File: src/hw/rtl/mts_pkg.sv
// Shared constants and control types for the min-tracking stack.
package mts_pkg;

    localparam int DEF_STACK_DEPTH = 64;
    localparam int DEF_VALUE_WIDTH = 32;

    localparam int ACTION_W      = 2;
    localparam int STATUS_W      = 2;
    localparam int DEPTH_FIELD_W = 7;

    localparam logic [ACTION_W-1:0] ACT_QUERY = 2'd0;
    localparam logic [ACTION_W-1:0] ACT_PUSH  = 2'd1;
    localparam logic [ACTION_W-1:0] ACT_POP   = 2'd2;

    localparam logic [STATUS_W-1:0] ST_OK        = 2'd0;
    localparam logic [STATUS_W-1:0] ST_OVERFLOW  = 2'd1;
    localparam logic [STATUS_W-1:0] ST_UNDERFLOW = 2'd2;

    // Shift command broadcast to every cell of the chain.
    typedef struct packed {
        logic push;   // every cell takes its upper neighbor
        logic pop;    // every cell takes its lower neighbor
    } shift_ctrl_t;

endpackage

File: src/hw/rtl/mts_cell.sv
// One stack cell: an entry and the running minimum at and below it.
module mts_cell
    import mts_pkg::*;
#(
    parameter int VALUE_WIDTH = DEF_VALUE_WIDTH
) (
    input  logic                          aclk,
    input  shift_ctrl_t                   ctrl,
    input  logic signed [VALUE_WIDTH-1:0] up_data,
    input  logic signed [VALUE_WIDTH-1:0] up_min,
    input  logic signed [VALUE_WIDTH-1:0] dn_data,
    input  logic signed [VALUE_WIDTH-1:0] dn_min,
    output logic signed [VALUE_WIDTH-1:0] data_q,
    output logic signed [VALUE_WIDTH-1:0] min_q
);

    logic signed [VALUE_WIDTH-1:0] data_reg;
    logic signed [VALUE_WIDTH-1:0] min_reg;

    // payload only, no reset: entries beyond the count are never shown
    always_ff @(posedge aclk) begin
        if (ctrl.push) begin
            data_reg <= up_data;
            min_reg  <= up_min;
        end else if (ctrl.pop) begin
            data_reg <= dn_data;
            min_reg  <= dn_min;
        end
    end

    assign data_q = data_reg;
    assign min_q  = min_reg;

endmodule

File: config.mk
export PLATFORM = sky130hd
export DESIGN_NAME = mts_cell
export DESIGN_NICKNAME = d
export VERILOG_FILES = /design/src/hw/rtl/mts_pkg.sv /design/src/hw/rtl/mts_cell.sv
export SDC_FILE = /design/constraint.sdc
export NUM_CORES = 1
export LEC_CHECK = 0
export ABC_CLOCK_PERIOD_IN_PS = 3750
export BUFFER_PORTS_ARGS = -buffer_cell sky130_fd_sc_hd__buf_2
export CAP_MARGIN = 20
export CORE_UTILIZATION = 42
export CTS_CLUSTER_SIZE = 40
export DETAILED_ROUTE_END_ITERATION = 6
export PLACE_DENSITY = 0.87
export SYNTH_ARGS = -nofsm -noshare
export SYNTH_HDL_FRONTEND = slang
export SYNTH_SLANG_ARGS = --single-unit
File: constraint.sdc
create_clock -name aclk -period 3.75 [get_ports aclk]
set_input_delay 1.125 -clock aclk [delete_from_list [all_inputs] [get_ports aclk]]
set_output_delay 1.125 -clock aclk [all_outputs]
set_load 0.03 [all_outputs]
Word-level counts from Yosys, hierarchy flattened
Cells that the tools add are included.

word-level totals
  memory bits (read-only) = 0
  latch bits = 0
  memories kept = 0
  memory bits (writable) = 0
  register bits after elaboration = 64
  output and inout port bits = 64

cells by class
  mux-type cells = 4
  reductions and logical operators = 1
  shift operators = 0
  equal/unequal tests = 0
  $lt $le $gt $ge = 0
  bitwise logic cells = 0
  divide/modulo/power cells = 0
  add/sub/neg operators = 0
  multiply operators = 0

operators with widths
  operator            number
  32-bit two-way mux  4
  2-bit nonzero test  1

Depth between registers and ports, before layout
  depth in word-level cells = 2
  mapped depth = 3
  gate-level depth less buffers = 1

Worst setup path after synthesis
Ideal clock, no wire load.

  path kind = input to register
  from = input ctrl[1] (netlist name)
  to = register data_reg[0] (netlist: data_q[0]), enable pin
  stages on the path = 3
  arrival time = 2.874 ns
  path buffers = 2
  slack = 0.451 ns
  required time = 3.324 ns
  cells stage by stage = buf_6 > buf_6 > or2_1

between the ends
  longest elaborated chain between the ends = 1

ends and longest elaborated chain
  item                                 line            RTL
  start, declared                      mts_cell.sv:8   input shift_ctrl_t ctrl,
  2-bit nonzero test (no source line)  n/a
  end signal, assigned                 mts_cell.sv:23  data_reg <= up_data;
  end signal, assigned                 mts_cell.sv:26  data_reg <= dn_data;
  end, declared                        mts_cell.sv:17  logic signed [VALUE_WIDTH-1:0] data_reg;

Every way passes these cells.
A chain may end at the register's enable or synchronous reset.

Final worst setup path
  from = input ctrl[0] (netlist name)
  to = register data_reg[31] (netlist: data_q[31]), enable pin

The elaborated chain is that of the path after synthesis.

==> Flow_metrics.wiki <==
{| class="wikitable"
! Metric !! Value
|-
| Worst setup SP type || input port
|-
| Run status || finished clean
|-
| Buffer levels on the longest clock path || 2
|-
| Netlist cell types || 6
|-
| Cell depth of the worst setup path || 3
|-
| Last weighted congestion value of the routability-driven placer || 0.731
|-
| Element type at the critical path end || register
|-
| Part of the Yosys area used for sequential elements || between 60% and 70%
|-
| Worst path top cell family by delay || simple AND/OR/NAND/NOR gates
|-
| Power density over the cells || 462 nW/um^2
|-
| Largest net degree at the start of global routing || between 60 and 70
|-
| Most area-hungry cell type in the Yosys netlist || sky130_fd_sc_hd__edfxtp_1
|-
| Number of sinks handled by clock tree synthesis || 64
|-
| Most frequent cells after synthesis || sky130_fd_sc_hd__edfxtp_1 (64), sky130_fd_sc_hd__mux2_4 (49), sky130_fd_sc_hd__mux2_2 (15), sky130_fd_sc_hd__buf_6 (6)
|-
| Number of nets produced by synthesis || around 270
|-
| Clock tree root buffer cell || sky130_fd_sc_hd__clkbuf_8
|-
| YS warnings || 0
|-
| Clock transition at the registers of the reported paths || approximately 0.07 ns
|-
| Final net count || ~470
|-
| Max_cap viols || 0
|-
| Pleak || between 1.5 and 2 nW
|-
| Post-route ant nets || 0
|-
| Wire length of the first global-routing pass || 10300 um
|-
| Number of flops mapped to enable cells by yosys || between 60 and 70
|-
| Cell with the largest stage delay on the worst path || sky130_fd_sc_hd__or2_2
|-
| I/O Pins || 195
|-
| Number of antenna cells inserted || 0
|-
| Number of placed instances, taps included || between 400 and 500
|-
| Synthesis-to-finish area growth || 41.3%
|-
| Number of buffers added by the clock tree synthesis step || 9
|-
| CP peak stage delay || 0.63 ns
|-
| Highest achievable clock rate || between 400 and 500 MHz
|-
| Cell types occupying the most area after synthesis || sky130_fd_sc_hd__edfxtp_1 (66%), sky130_fd_sc_hd__mux2_4 (25%), sky130_fd_sc_hd__mux2_2 (5.8%)
|-
| Number of input and output port buffers inserted || slightly below 200
|-
| Number of cells traversed by the worst hold path || 2
|-
| Worst-path fanout max || 34
|-
| Standard-cell rows || 29
|-
| Ratio of cells with drive above 1 in the final layout || between 80 and 90%
|-
| Count of vias placed by the detailed router || 1985
|-
| Most instantiated flip-flop cell in the synthesis netlist || sky130_fd_sc_hd__edfxtp_1
|-
| Number of hold buffers added after CTS || 0
|-
| Portion of synthesized cell area occupied by the leading cell type || 66.1%
|-
| Final cell count without fillers || approximately 420
|-
| Area of the die || about 7300 um^2
|-
| Clock tree from TritonCTS || built
|-
| Std-Cell Core Area || ~6500 um^2
|-
| Most repeated cell in the gate-level netlist after synthesis || sky130_fd_sc_hd__edfxtp_1
|-
| Floorplan die width || 85.2 um
|-
| Overall Global Routing Usage || 19.3%
|-
| Least-Margin Pin Slew || around 1.1 ns
|-
| Final Slew Violations || 0
|-
| Initial detailed-routing violation count || about 120
|-
| WP data required || 3.74 ns
|-
| Final global-route overflow total || 0
|-
| Via count of the first global-routing pass || 2062
|-
| Shortest clock period the worst path allows after layout || ~2.4 ns
|-
| Die height || between 80 and 90 um
|-
| Setup Crit Path Kind || in2reg
|-
| Post-synthesis register bit count || 64
|-
| Post-CTS setup buffers || 0
|-
| CP Buf/Inv Count || 2
|-
| DRC viols || 0
|-
| Slew Limit Headroom || 29.9%
|-
| Cell-by-cell listing of the critical path || buf_2 > or2_2 > buf_4
|-
| Highest ir drop seen on vdd || between 0.00015 and 0.0002 V
|-
| Post-synthesis instance area || approximately 2900 um^2
|-
| Post-DR wirelength/cell || ~17 um
|-
| Setup repair after global routing missed its margin || no
|-
| Critical path data arrival time || 2.37 ns
|-
| Number of failing setup endpoints in the final timing report || 0
|-
| Final-report hold violation count || 0
|-
| # H-tree levels || 3
|-
| Cell count after synthesis || ~140
|-
| Part of the cycle the worst path needs || a little under two thirds
|-
| Synthesized area per cell || about 21 um^2
|-
| Total Routed Length || around 7000 um
|-
| Resize count post-CTS || 0
|-
| Worst setup path startpoint || ctrl[0]
|-
| Final TNS setup || 0 ns
|-
| Fraction of synthesis flops using an asynchronous set or reset pin || 0%
|-
| Min-Delay Path Class || in2reg
|-
| Number of antenna violations at the first check in global routing || 0
|-
| Vias per cell || ~4.7
|-
| First-pass iteration count of the detailed router || 4
|-
| Starting Density || between 40% and 50%
|-
| Hold Startpoint || up_min[27]
|}
## report_power, final
part	switching (mW)	internal (mW)
Clock	0.264	0.303
Sequential	0.0195	0.878
Combinational	0.255	0.174
Total	0.538	1.36
## state kept, by name, summed over array words and instances (netlist names)
| signal | count |
|---|---|
| data_q | 32 |
| min_q | 32 |
## cell type report
type	count	area (um^2)
Tap cell	77	96.3
Multi-Input combinational cell	65	911
Clock inverter	6	60.1
Timing Repair Buffer	196	988
Fill cell	489	2390
Sequential cell	64	1920
Clock buffer	10	128
## final timing paths
check                    to  slack [ns]
min     min_q[27]$_DFFE_PP_        1.09
max    data_q[31]$_DFFE_PP_        1.37
## cell families (layout without fill, tap and decap cells)
logic type,count (synthesis),after routing,share of synthesized area (%)
DFF,64,64,66.1
buffers and inverters,7,212,2.50
muxes,64,64,31.1
and+or+nand+nor,1,1,0.215
## per-stage QoR
| step | hold WS [ns] | power, mW | instance area (um^2) | worst slack (ns) | util (%) |
|---|---|---|---|---|---|
| 2_1_floorplan | 1.34 | 1.19 | 2910 | 0.451 | - |
| 3_3_place_gp | 1.43 | 1.34 | 3920 | 1.02 | 60.3 |
| 3_5_place_dp | 1.43 | 1.35 | 3920 | 0.976 | 60.3 |
| 4_1_cts | 1.07 | 1.91 | 4110 | 1.34 | 63.2 |
| 5_1_grt | 1.08 | 1.96 | 4110 | 1.27 | 63.2 |
| 6_report | 1.09 | 1.89 | 4110 | 1.37 | 63.2 |
## cell usage in the layout, fill, tap and decap left out
cell type	Yosys	layout
sky130_fd_sc_hd__mux2_2	15	15
sky130_fd_sc_hd__mux2_4	49	49
sky130_fd_sc_hd__or2_2	0	1
sky130_fd_sc_hd__clkbuf_8	0	9
sky130_fd_sc_hd__clkinv_2	0	3
sky130_fd_sc_hd__bufinv_16	0	1
sky130_fd_sc_hd__edfxtp_1	64	64
sky130_fd_sc_hd__clkbuf_1	0	1
sky130_fd_sc_hd__buf_2	1	193
sky130_fd_sc_hd__buf_4	0	3
sky130_fd_sc_hd__clkinvlp_4	0	2
## layer usage
metal	share of wire [%]	wire length, um	GRT usage (%)
met1	38	2640	20.7
met2	53	3720	35.2
met3	6.5	454	3.79
met4	2.6	182	11.1
met5	0	0	0
No activity file was read; power rests on OpenSTA's default activity.
